$ cat config.mk
export PLATFORM = sky130hd
export DESIGN_NAME = ps2_set2_scancode_decoder_top
export DESIGN_NICKNAME = d
export VERILOG_FILES = /design/src/sv/ps2dec_pkg.sv /design/src/sv/ps2dec_decode.sv /design/src/sv/ps2_set2_scancode_decoder_top.sv
export VERILOG_INCLUDE_DIRS = /design/src /design/src/sv
export SDC_FILE = /design/constraint.sdc
export NUM_CORES = 1
export LEC_CHECK = 0
export BUFFER_PORTS_ARGS = -buffer_cell sky130_fd_sc_hd__buf_4
export CAP_MARGIN = 40
export CORE_AREA = 2 2 93 95
export DETAILED_ROUTE_END_ITERATION = 8
export DIE_AREA = 0 0 95 97
export GPL_ROUTABILITY_DRIVEN = 0
export SYNTH_ARGS = -nofsm -noshare
export SYNTH_HDL_FRONTEND = slang
export SYNTH_SLANG_ARGS = --single-unit
$ cat constraint.sdc
create_clock -name clk -period 3.8 [get_ports clk]
set_input_delay 0.38 -clock clk [delete_from_list [all_inputs] [get_ports clk]]
set_output_delay 0.38 -clock clk [all_outputs]
set_load 0.02 [all_outputs]
$ cat src/sv/ps2_set2_scancode_decoder_top_macros.svh
// ----------------------------------------------------------------------------
// ps2_set2_scancode_decoder_top_macros.svh
// Assertion macros shared by the scan code decoder RTL.
// ----------------------------------------------------------------------------
`ifndef PS2_SET2_SCANCODE_DECODER_TOP_MACROS_SVH
`define PS2_SET2_SCANCODE_DECODER_TOP_MACROS_SVH

// same-cycle implication, sampled on clk, off during reset
`define PS2_ASSERT_SAME(label, ante, cons) \
	label: assert property (@(posedge clk) disable iff (!arst_n) (ante) |-> (cons)) \
		else $error("ps2 decoder: same-cycle check failed");

// next-cycle implication, sampled on clk, off during reset
`define PS2_ASSERT_NEXT(label, ante, cons) \
	label: assert property (@(posedge clk) disable iff (!arst_n) (ante) |=> (cons)) \
		else $error("ps2 decoder: next-cycle check failed");

`endif

$ cat src/sv/ps2dec_pkg.sv
// ----------------------------------------------------------------------------
// ps2dec_pkg
// Types, prefix codes and scan code set 2 lookup tables for the decoder.
// ----------------------------------------------------------------------------
package ps2dec_pkg;

	localparam logic [7:0] ExtPrefix   = 8'hE0;
	localparam logic [7:0] BreakPrefix = 8'hF0;
	localparam logic [7:0] NullByte    = 8'h00;
	localparam logic [6:0] KeyNone     = 7'd0;

	typedef struct packed {
		logic ext;
		logic rel;
	} flags_t;

	typedef struct packed {
		logic       res_valid;
		logic       key_down;
		logic [6:0] key_code;
		flags_t     flags_next;
	} dec_res_t;

	function automatic logic [6:0] normal_lookup(input logic [7:0] b);
		logic [6:0] k;
		case (b)
			8'h76: k = 7'd1;
			8'h05: k = 7'd2;
			8'h06: k = 7'd3;
			8'h04: k = 7'd4;
			8'h0C: k = 7'd5;
			8'h03: k = 7'd6;
			8'h0B: k = 7'd7;
			8'h83: k = 7'd8;
			8'h0A: k = 7'd9;
			8'h01: k = 7'd10;
			8'h09: k = 7'd11;
			8'h78: k = 7'd12;
			8'h07: k = 7'd13;
			8'h0E: k = 7'd14;
			8'h16: k = 7'd15;
			8'h1E: k = 7'd16;
			8'h26: k = 7'd17;
			8'h25: k = 7'd18;
			8'h2E: k = 7'd19;
			8'h36: k = 7'd20;
			8'h3D: k = 7'd21;
			8'h3E: k = 7'd22;
			8'h46: k = 7'd23;
			8'h45: k = 7'd24;
			8'h4E: k = 7'd25;
			8'h55: k = 7'd26;
			8'h66: k = 7'd27;
			8'h0D: k = 7'd28;
			8'h15: k = 7'd29;
			8'h1D: k = 7'd30;
			8'h24: k = 7'd31;
			8'h2D: k = 7'd32;
			8'h2C: k = 7'd33;
			8'h35: k = 7'd34;
			8'h3C: k = 7'd35;
			8'h43: k = 7'd36;
			8'h44: k = 7'd37;
			8'h4D: k = 7'd38;
			8'h54: k = 7'd39;
			8'h5B: k = 7'd40;
			8'h5D: k = 7'd41;
			8'h58: k = 7'd42;
			8'h1C: k = 7'd43;
			8'h1B: k = 7'd44;
			8'h23: k = 7'd45;
			8'h2B: k = 7'd46;
			8'h34: k = 7'd47;
			8'h33: k = 7'd48;
			8'h3B: k = 7'd49;
			8'h42: k = 7'd50;
			8'h4B: k = 7'd51;
			8'h4C: k = 7'd52;
			8'h52: k = 7'd53;
			8'h5A: k = 7'd54;
			8'h12: k = 7'd55;
			8'h1A: k = 7'd56;
			8'h22: k = 7'd57;
			8'h21: k = 7'd58;
			8'h2A: k = 7'd59;
			8'h32: k = 7'd60;
			8'h31: k = 7'd61;
			8'h3A: k = 7'd62;
			8'h41: k = 7'd63;
			8'h49: k = 7'd64;
			8'h4A: k = 7'd65;
			8'h59: k = 7'd66;
			8'h14: k = 7'd67;
			8'h11: k = 7'd69;
			8'h29: k = 7'd70;
			default: k = KeyNone;
		endcase
		return k;
	endfunction

	function automatic logic [6:0] extended_lookup(input logic [7:0] b);
		logic [6:0] k;
		case (b)
			8'h2F: k = 7'd68;
			8'h11: k = 7'd71;
			8'h14: k = 7'd72;
			8'h75: k = 7'd73;
			8'h72: k = 7'd74;
			8'h6B: k = 7'd75;
			8'h74: k = 7'd76;
			8'h70: k = 7'd77;
			8'h71: k = 7'd78;
			8'h6C: k = 7'd79;
			8'h69: k = 7'd80;
			8'h7D: k = 7'd81;
			8'h7A: k = 7'd82;
			default: k = KeyNone;
		endcase
		return k;
	endfunction

endpackage

$ cat src/sv/ps2dec_decode.sv
// ----------------------------------------------------------------------------
// ps2dec_decode
// Prefix tracking and table lookup for one scan byte, given the pending flags.
// ----------------------------------------------------------------------------
module ps2dec_decode (
	input  logic [7:0]          scan_byte,
	input  ps2dec_pkg::flags_t  flags,
	output ps2dec_pkg::dec_res_t res
);
	import ps2dec_pkg::*;

	always_comb begin
		res.res_valid  = 1'b1;
		res.key_down   = 1'b0;
		res.key_code   = KeyNone;
		res.flags_next = '0;
		if (scan_byte == ExtPrefix && !flags.ext && !flags.rel) begin
			res.res_valid      = 1'b0;
			res.flags_next.ext = 1'b1;
		end else if (scan_byte == BreakPrefix && !flags.rel) begin
			res.res_valid      = 1'b0;
			res.flags_next.ext = flags.ext;
			res.flags_next.rel = 1'b1;
		end else if (scan_byte == NullByte && !flags.ext && !flags.rel) begin
			res.key_down = 1'b0;
			res.key_code = KeyNone;
		end else begin
			res.key_down = !flags.rel;
			res.key_code = flags.ext ? extended_lookup(scan_byte) : normal_lookup(scan_byte);
		end
	end

endmodule

$ cat src/sv/ps2_set2_scancode_decoder_top.sv
// ----------------------------------------------------------------------------
// ps2_set2_scancode_decoder_top
// PS/2 scan code set 2 byte decoder with prefix tracking and result register.
// ----------------------------------------------------------------------------
// Accepts one keyboard byte per clock cycle while in_stall is low and returns
// at most one key event per byte; a prefix byte (E0 extended, F0 break) that
// sets its flag produces no event. A byte is captured in the input register,
// decoded against the pending prefix flags by a single table lookup, and lands
// in the result register when it advances. The lookup sits between those two
// registers; a stalled result holds its register, and a new byte is still
// taken while the decode of the held byte needs no result slot or the result
// register drains.
module ps2_set2_scancode_decoder_top (
	input  logic       clk,
	input  logic       arst_n,
	input  logic       in_valid,
	output logic       in_stall,
	input  logic [7:0] scan_byte,
	output logic       out_valid,
	input  logic       out_stall,
	output logic       key_down,
	output logic [6:0] key_code
);
	import ps2dec_pkg::*;
	`include "ps2_set2_scancode_decoder_top_macros.svh"

	logic       valid_s1;
	logic [7:0] byte_s1;
	flags_t     flags_q;
	dec_res_t   dec;
	logic       valid_s2;
	logic       key_down_s2;
	logic [6:0] key_code_s2;
	logic       adv_s1;
	logic       slot_free;

	ps2dec_decode u_decode (
		.scan_byte (byte_s1),
		.flags     (flags_q),
		.res       (dec)
	);

	assign slot_free = !valid_s2 || !out_stall;
	assign adv_s1    = valid_s1 && (!dec.res_valid || slot_free);
	assign in_stall  = valid_s1 && !adv_s1;

	always_ff @(posedge clk or negedge arst_n) begin
		if (!arst_n) begin
			valid_s1 <= 1'b0;
			flags_q  <= '0;
			valid_s2 <= 1'b0;
		end else begin
			if (!in_stall) begin
				valid_s1 <= in_valid;
			end
			if (adv_s1) begin
				flags_q <= dec.flags_next;
			end
			if (slot_free) begin
				valid_s2 <= adv_s1 && dec.res_valid;
			end
		end
	end

	always_ff @(posedge clk) begin
		if (!in_stall && in_valid) begin
			byte_s1 <= scan_byte;
		end
		if (slot_free && adv_s1 && dec.res_valid) begin
			key_down_s2 <= dec.key_down;
			key_code_s2 <= dec.key_code;
		end
	end

	assign out_valid = valid_s2;
	assign key_down  = key_down_s2;
	assign key_code  = key_code_s2;

	`PS2_ASSERT_NEXT(a_prefix_sets_flag, adv_s1 && !dec.res_valid, flags_q.ext || flags_q.rel)
	`PS2_ASSERT_NEXT(a_event_clears_flags, adv_s1 && dec.res_valid,
		valid_s2 && !flags_q.ext && !flags_q.rel)
	`PS2_ASSERT_SAME(a_stall_needs_full_slot, in_stall, valid_s2 && out_stall && dec.res_valid)

endmodule

-- Word level (Yosys, flattened, before mapping)
Memory sizes are Yosys's and may differ from the RTL's. A register that Yosys moved wholly into a read port is not among the register bits.
Index checks and enable logic that the tools add are counted.
- register bits after elaboration: 20
- bits in read-only memories: 1792
- input bits: 12
- output and inout port bits: 10
- word-level logic and storage cells: 55
- memories: 1
- equal/unequal tests: 16
- mux-type cells: 8
- reductions and logical operators: 23
- memory list (memory ; depth ; bits a word ; rd ports ; clocked after Yosys merged registers in ; wr ports ; line ; text):
    (name not given) ; 256 ; 7 ; 1 ; 1 ; 0 ; ps2dec_pkg.sv:26 ; case (b)
- operators with widths (operator ; count):
    $pmux 7 s13 ; 1
    $eq 8x7->1 const B ; 10
    $eq 8x5->1 const B ; 2
    $eq 8x8->1 const B ; 2
    $logic_and 1x1->1 ; 11
    $eq 8x6->1 const B ; 1
    $logic_not 8->1 ; 1
    $mux 8 ; 1
    $logic_not 1->1 ; 7
    $mux 7 ; 1
    $mux 1 ; 4
    $reduce_or 3->1 ; 1
    $logic_or 1x1->1 ; 2
    $mux 2 ; 1
    $ne 2x1->1 const B ; 1
    $reduce_and 2->1 ; 1

-- Depth between registers and ports, before layout
Gate-level depths: netlist of run 1.
- word-level depth: 12
- mapped depth: 16
- depth with buffers taken out: 13

-- Cells and area by module
From an unflattened synthesis of run 1, not the netlist that was laid out.
- cell total of the unflattened synthesis: 261
- area total of the unflattened synthesis: 2207.1 um^2
- by module, submodules not included (module ; times used ; cells each ; area an instance (um^2)):
    ps2dec_decode ; 1 ; 224 ; 1534.0
    ps2_set2_scancode_decoder_top ; 1 ; 37 ; 673.1

-- Least setup slack after synthesis of run 1
Ideal clock, no wire load.
- path kind: flip-flop to flip-flop
- start: reg byte_s1[4]
- end: reg with a tool-made name
- setup time: 0.092 ns
- arrival: 3.392 ns
- required time: 3.708 ns
- slack: 0.317 ns
- cell stages (with the launch flop): 16
- buffers on the path: 3
- cells stage by stage: edfxtp_1 nand2b_1 and4_4 buf_6 o21ai_4 clkbuf_1 nor2_1 a21oi_1 ha_1 clkbuf_1 inv_1 a211oi_1 nor3_1 o311ai_1 a21oi_1 nor4_1
- RTL lines (item ; line ; text):
    from (decl) ; ps2_set2_scancode_decoder_top.sv:28 ; logic [7:0] byte_s1;
    from (signal assigned) ; ps2_set2_scancode_decoder_top.sv:67 ; byte_s1 <= scan_byte;

==> impl_metrics.sql, run 1 <==
INSERT INTO impl_metrics (metric_group, metric, value, unit) VALUES
('setup_path', 'cp.required', '3.97', 'ns'),
('setup_path', 'worst_path_cell_chain', 'nor2b_1 -> and4_4 -> o21ai_4 -> buf_4 -> inv_2 -> mux2i_2 -> o21ai_0 -> a311oi_1 -> o21ai_1', ''),
('layout', 'finish.utilization', '0.412', ''),
('floorplan', 'die_height', '97', 'um'),
('pwr', 'switchingPower', '431', 'uW'),
('clocking', 'clock_root_cell', 'sky130_fd_sc_hd__clkbuf_8', ''),
('floorplan', 'core-area', '8130', 'sq um'),
('clocking', 'ctsResizeCount', '0', ''),
('logic_synthesis', 'synth-seq-cells', '27', ''),
('sta', 'min_period_over_period', '0.866', ''),
('logic_synthesis', 'syn_inst', '393', ''),
('pwr', 'power.share.clock', '0.167', ''),
('run_status', 'status', 'completed', ''),
('pwr', 'p_int', '599', 'uW'),
('clocking', 'tritoncts_clock_tree', 'yes', ''),
('layout', 'finish.net_count', '429', ''),
('place', 'port_buffers', '21', ''),
('logic_synthesis', 'yosysUniqueCellTypes', '77', ''),
('sta', 'finalWorstSetupSlack', '0.511', 'ns'),
('logic_synthesis', 'synth_nets', '415', ''),
('sta', 'skew', '0.0106', 'ns'),
('drt', 'wl', '10300', 'um'),
('setup_path', 'cpLargestDelayFamily', 'compound AO/OA/AOI/OAI gates', ''),
('setup_path', 'class_of_the_most_critical_setup_path', 'reg -> reg', ''),
('place', 'placedCellCount', '506', ''),
('grt', 'grt_remaining_overflow', '0', ''),
('setup_path', 'reg2regPathDepth', '9', ''),
('layout', 'multiInputGateArea', '2080', 'sq um'),
('setup_path', 'worstPathArrival', '3.46', 'ns'),
('place', 'place_area', '3300', 'sq um'),
('min_path', 'hold_class', 'in -> reg', ''),
('place', 'place_hpwl', '7600', 'um'),
('layout', 'area.sequential', '721', 'sq um'),
('logic_synthesis', 'sequential_element_share_of_the_synthesized_area', '0.239', ''),
('setup_path', 'path_depth', '9', ''),
('sta', 'fin_setup_tns', '0', 'ns'),
('sta', 'transition_at_the_pin_with_the_smallest_max_transition_slack', '0.892', 'ns'),
('grt', 'grt_first_pass_wirelength', '16200', 'um'),
('setup_path', 'worst_path_largest_cell_delay', '0.57', 'ns'),
('layout', 'final_design_area_no_fill', '3350', 'sq um'),
('floorplan', 'initial_utilization', '0.371', ''),
('logic_synthesis', 'ys_dominant_reg_cell', 'sky130_fd_sc_hd__edfxtp_1', ''),
('grt', 'gr-usage-all-layers', '0.222', ''),
('clocking', 'cts.hold.buffers_added', '1', ''),
('setup_path', 'crit_path_start', 'flags_q[0]', ''),
('grt', 'use_met2', '0.351', ''),
('place', 'dp_slack', '0.597', 'ns'),
('grt', 'grt_max_degree', '25', ''),
('pwr', 'ir_worst_vdd', '0.000110', 'V'),
('floorplan', 'design.portCount', '22', ''),
('logic_synthesis', 'synth_edf_count', '16', ''),
('layout', 'synthToLayoutAreaGrowth', '11.0', '%'),
('layout', 'final_layout_size_suffix_gt1_frac', '0.155', ''),
('sta', 'grt_setup_unrepaired', 'no', ''),
('drt', 'remaining_drc_errors', '0', ''),
('layout', 'diodes', '0', ''),
('pwr', 'power.density', '307', 'nW/um^2'),
('drt', 'drt_first_iter_violations', '608', ''),
('floorplan', 'die_area', '9220', 'sq um'),
('setup_path', 'worst-path-max-fanout', '20', ''),
('logic_synthesis', 'syn-mean-instance-area', '7.69', 'sq um'),
('layout', 'final_cell_count_without_fillers', '511', ''),
('grt', 'grt_pass1_vias', '3017', ''),
('logic_synthesis', 'synthesis.area', '3020', 'sq um'),
('clocking', 'postCtsSetupRepairBufs', '0', ''),
('drt', 'first_pass_iters', '6', ''),
('pwr', 'combinationalPowerShare', '0.482', ''),
('pwr', 'pwr-share-seq', '0.351', ''),
('grt', 'top_usage_layer', 'met2', ''),
('grt', 'grt_antenna_before_repair', '0', ''),
('floorplan', 'placement_rows', '33', '');
[cells in the mapped netlist (7+ instances only)]
cell / n / area (sq um)
sky130_fd_sc_hd__a211oi_1: 12 / 90.1
sky130_fd_sc_hd__a21oi_1: 21 / 105
sky130_fd_sc_hd__a31oi_1: 10 / 62.6
sky130_fd_sc_hd__buf_2: 8 / 40.0
sky130_fd_sc_hd__clkbuf_1: 19 / 71.3
sky130_fd_sc_hd__dfxtp_1: 7 / 140
sky130_fd_sc_hd__edfxtp_1: 16 / 480
sky130_fd_sc_hd__ha_1: 10 / 125
sky130_fd_sc_hd__inv_1: 13 / 48.8
sky130_fd_sc_hd__nand2_1: 37 / 139
sky130_fd_sc_hd__nand2b_1: 7 / 43.8
sky130_fd_sc_hd__nand3_1: 17 / 85.1
sky130_fd_sc_hd__nor2_1: 41 / 154
sky130_fd_sc_hd__nor2b_1: 7 / 43.8
sky130_fd_sc_hd__nor3_1: 12 / 60.1
sky130_fd_sc_hd__o211ai_1: 10 / 75.1
sky130_fd_sc_hd__o21ai_0: 15 / 75.1
[power by group through the flow]
stage | registers [uW] | logic (uW) | clock network, uW
6_report | 362 | 496 | 172
5_1_grt | 366 | 528 | 181
4_1_cts | 363 | 481 | 171
3_5_place_dp | 369 | 479 | 0
3_3_place_gp | 369 | 483 | 0
2_1_floorplan | 381 | 312 | 0
[through the flow]
step / power (uW) / hold WS (ns)
after floorplan: 693 / 0.0844
after global placement: 851 / 0.179
after detailed placement: 848 / 0.180
after CTS: 1010 / 0.304
after global routing: 1070 / 0.296
final: 1030 / 0.295
[worst min path at each step]
stage	from	to	slack (ns)	cells after the start
3_3_place_gp	arst_n	flags_q[0]	0.18	1
3_5_place_dp	arst_n	flags_q[0]	0.18	1
2_1_floorplan	arst_n	flags_q[0]	0.08	0
4_1_cts	scan_byte[7]	byte_s1[7]	0.30	1
5_1_grt	scan_byte[7]	byte_s1[7]	0.30	1
6_report	scan_byte[7]	byte_s1[7]	0.30	1
[cells by family (layout without fill, tap and decap cells)]
| logic type | count (synthesis) | in the layout | synth area share |
|---|---|---|---|
| buffers and inverters | 48 | 61 | 0.0729 |
| DFF | 27 | 27 | 0.239 |
| adders and majority gates | 10 | 10 | 0.0414 |
| muxes | 10 | 10 | 0.0389 |
| and+or+nand+nor | 156 | 156 | 0.262 |
| AOI/OAI and AO/OA | 141 | 141 | 0.344 |
| xor gates and xnor gates | 1 | 1 | 0.00290 |
[layout make-up]
class                   count  area share
well taps                 105      0.0392
repair buffers             42      0.0948
clock inverters             1     0.00149
flip-flops and latches     27       0.215
clock buffers               3      0.0123
multi-input cells         318       0.621
inverters                  15      0.0168
[routing by layer]
| layer | share of wire | vias up |
|---|---|---|
| met4 | 0.041 | 0 |
| met5 | 0 | - |
| met1 | 0.40 | 1532 |
| met2 | 0.45 | 265 |
| met3 | 0.10 | 46 |
| li1 | - | 1541 |
[worst register-to-register path: cells and delay by family (launching register included)]
family	cells	cell delay, ns
buffers and inverters	2	0.56
AND/OR/NAND/NOR	2	0.72
multiplexers	1	0.58
flip-flops	1	0.44
AO/OA/AOI/OAI	4	0.88
[cells in the final DEF (no fill, tap or decap), types with 7 or more instances in the layout]
| master | instances |
|---|---|
| sky130_fd_sc_hd__nand2_1 | 37 |
| sky130_fd_sc_hd__a31oi_1 | 10 |
| sky130_fd_sc_hd__dfxtp_1 | 7 |
| sky130_fd_sc_hd__a21oi_1 | 21 |
| sky130_fd_sc_hd__nand3_1 | 17 |
| sky130_fd_sc_hd__o211ai_1 | 10 |
| sky130_fd_sc_hd__o21ai_0 | 15 |
| sky130_fd_sc_hd__a211oi_1 | 12 |
| sky130_fd_sc_hd__nor3_1 | 12 |
| sky130_fd_sc_hd__nor2b_1 | 7 |
| sky130_fd_sc_hd__buf_4 | 41 |
| sky130_fd_sc_hd__nand2b_1 | 7 |
| sky130_fd_sc_hd__ha_1 | 10 |
| sky130_fd_sc_hd__nor2_1 | 41 |
| sky130_fd_sc_hd__edfxtp_1 | 16 |
| sky130_fd_sc_hd__inv_1 | 13 |
Power figures use the tool's default switching activity.
==> run 2: changes to the inputs <==
- CELL_PAD_IN_SITES_DETAIL_PLACEMENT: unset -> 0
- CELL_PAD_IN_SITES_GLOBAL_PLACEMENT: unset -> 2
- CORE_AREA: 2 2 93 95 -> 2 2 95 97
- DIE_AREA: 0 0 95 97 -> 0 0 97 99
- PLACE_DENSITY_LB_ADDON: unset -> 0.1
==> run 2 against run 1 <==
Compared with the run above:
- via count down 1.8%
- hold slack better by 0.011 ns
- first-iteration DRC count down 55%
- setup slack worse by 0.18 ns
==> impl_metrics.sql, run 2 (synthesis gave the netlist of run 1 again) <==
INSERT INTO impl_metrics (metric_group, metric, value, unit) VALUES
('run_status', 'status', 'completed', ''),
('sta', 'min_period_over_period', '0.913', ''),
('setup_path', 'crit_path_start', 'valid_s1', ''),
('clocking', 'clock_tree.htree_level_count', '1', ''),
('setup_path', 'regToRegStartpoint', 'valid_s1', ''),
('floorplan', 'die_w', '97', 'um'),
('pwr', 'ir_worst_vdd', '0.0000919', 'V'),
('clocking', 'clk_path_buf_depth', '2', ''),
('run', 'cap_violations', '0', ''),
('setup_path', 'reg2regPathDepth', '9', ''),
('sta', 'setup-violations-final', '0', ''),
('place', 'place_hpwl', '8340', 'um'),
('floorplan', 'initial_utilization', '0.353', ''),
('min_path', 'hold_class', 'in -> reg', ''),
('grt', 'grt_antenna_before_repair', '0', ''),
('drt', 'first_pass_iters', '5', ''),
('setup_path', 'cpLargestDelayFamily', 'compound AO/OA/AOI/OAI gates', ''),
('drt', 'wl', '11100', 'um'),
('layout', 'synthToLayoutAreaGrowth', '12.0', '%'),
('layout', 'mostFrequentLayoutCell', 'sky130_fd_sc_hd__buf_4', ''),
('sta', 'transition_at_the_pin_with_the_smallest_max_transition_slack', '0.813', 'ns'),
('layout', 'diodes', '0', ''),
('drt', 'wl_per_cell', '21.4', 'um'),
('floorplan', 'design.portCount', '22', ''),
('drt', 'viasPerCell', '6.43', ''),
('sta', 'fin_setup_tns', '0', 'ns'),
('clocking', 'clock_root_cell', 'sky130_fd_sc_hd__clkbuf_8', ''),
('layout', 'finish.net_count', '432', ''),
('setup_path', 'path_depth', '9', ''),
('floorplan', 'placement_rows', '34', ''),
('setup_path', 'slowest_stage', 'sky130_fd_sc_hd__ha_1', ''),
('layout', 'final_layout_size_suffix_gt1_frac', '0.164', ''),
('clocking', 'cts.clk_slew.worst_paths', '0.10', 'ns'),
('grt', 'grt_max_degree', '24', ''),
('setup_path', 'critPathBufInv', '2', ''),
('pwr', 'p_leak', '0.00128', 'uW'),
('place', 'place_area', '3320', 'sq um'),
('clocking', 'insertion_delay', '0.28', 'ns'),
('clocking', 'tritoncts_clock_tree', 'yes', ''),
('sta', 'achievable-frequency', '288', 'MHz'),
('grt', 'gr-usage-all-layers', '0.231', ''),
('min_path', 'timing.hold.worst_path_depth', '1', ''),
('sta', 'grt_setup_unrepaired', 'no', ''),
('drt', 'drt_first_iter_violations', '271', ''),
('grt', 'grt_remaining_overflow', '0', ''),
('floorplan', 'die_area', '9600', 'sq um'),
('setup_path', 'start_kind', 'register', ''),
('floorplan', 'core-area', '8550', 'sq um'),
('place', 'port_buffers', '21', ''),
('setup_path', 'ff2ff_setup_slack', '0.33', 'ns'),
('layout', 'most-common-layout-cells', 'sky130_fd_sc_hd__buf_4, sky130_fd_sc_hd__nor2_1, sky130_fd_sc_hd__nand2_1, sky130_fd_sc_hd__a21oi_1, sky130_fd_sc_hd__nand3_1', ''),
('setup_path', 'worst-path-max-fanout', '11', ''),
('clocking', 'number_of_clock_buffers_inserted_by_tritoncts', '3', ''),
('sta', 'timing.final.crit_period', '3.47', 'ns'),
('sta', 'skew', '0.00451', 'ns'),
('layout', 'final_design_area_no_fill', '3380', 'sq um'),
('drt', 'remaining_drc_errors', '0', ''),
('grt', 'grt_pass1_vias', '3139', ''),
('setup_path', 'worst_path_cell_chain', 'nand3_1 -> buf_4 -> o31a_1 -> inv_1 -> ha_1 -> o22ai_1 -> o21ai_0 -> a21oi_1 -> nor4_1', ''),
('clocking', 'numClockSinks', '27', ''),
('setup_path', 'worst_path_largest_cell_delay', '0.54', 'ns'),
('sta', 'report.final.hold_viol_count', '0', ''),
('setup_path', 'cp.required', '3.94', 'ns'),
('sta', 'number_of_max_slew_violations_in_the_final_report', '0', ''),
('drt', 'postRouteAntennaNets', '0', ''),
('setup_path', 'class_of_the_most_critical_setup_path', 'reg -> reg', ''),
('setup_path', 'worstPathArrival', '3.61', 'ns'),
('drt', 'vias', '3322', ''),
('clocking', 'postCtsSetupRepairBufs', '0', ''),
('pwr', 'power.density', '307', 'nW/um^2'),
('setup_path', 'critical_path.endpoint_type', 'register', ''),
('grt', 'grt_first_pass_wirelength', '17700', 'um'),
('sta', 'timing.max_slew.rel_slack', '0.456', ''),
('floorplan', 'die_height', '99', 'um');
[run 2: cell count changes in the layout (fill, tap and decap cells not counted)]
cell and delta:
sky130_fd_sc_hd__a2111oi_0 -1, sky130_fd_sc_hd__a2111oi_1 +1, sky130_fd_sc_hd__a21oi_1 -1, sky130_fd_sc_hd__a21oi_2 +1, sky130_fd_sc_hd__buf_4 +3, sky130_fd_sc_hd__clkbuf_1 +1, sky130_fd_sc_hd__clkinv_2 -1, sky130_fd_sc_hd__dfrtp_1 -1
sky130_fd_sc_hd__dfrtp_2 +1
[run 2: final cells by class]
cell class                      instances  area, sq um
Tap cell                              108          135
Sequential cell                        27          722
Multi-Input combinational cell        318         2090
Clock buffer                            4         45.0
Timing Repair Buffer                   45          340
Inverter                               15         56.3
Fill cell                             881         5170
[run 2: per-layer routing]
layer  GRT usage  part of all wire
met1       0.317              0.44
met5           0                 0
met2       0.365              0.45
met4       0.105             0.044
met3      0.0248             0.070
[run 2: worst min-delay path by stage]
stage,slack [ns],startpoint,endpoint
3_5_place_dp,0.18,arst_n,flags_q[0]
6_report,0.31,scan_byte[7],byte_s1[7]
3_3_place_gp,0.18,arst_n,flags_q[0]
2_1_floorplan,0.08,arst_n,flags_q[0]
5_1_grt,0.31,scan_byte[7],byte_s1[7]
4_1_cts,0.31,scan_byte[7],byte_s1[7]
[run 2: per-stage QoR]
stage / hold WS [ns] / setup WS [ns] / power [uW] / utilization / cells
finish: 0.306 / 0.329 / 1040 / 0.396 / 517
floorplan: 0.0844 / 0.317 / 693 / - / 393
global placement: 0.182 / 0.302 / 871 / 0.389 / 512
global route: 0.310 / 0.0851 / 1090 / 0.396 / 517
detailed placement: 0.182 / 0.255 / 859 / 0.389 / 512
CTS: 0.307 / 0.226 / 1030 / 0.395 / 517
[run 2: timing repair]
item                                    4_1_cts  5_1_grt
endpoints found under the setup margin        0        1
hold buffers                                  1        0
gates resized for setup                       0        3
hold endpoints to repair                      4        0
[run 2: report_power, final]
part	internal (uW)	total (uW)	switching [uW]	leakage, uW
combinational	182	506	324	0.000996
clock	75.3	170	94.9	0.0000228
sequential	347	361	14.2	0.000261
total	605	1040	433	0.00128
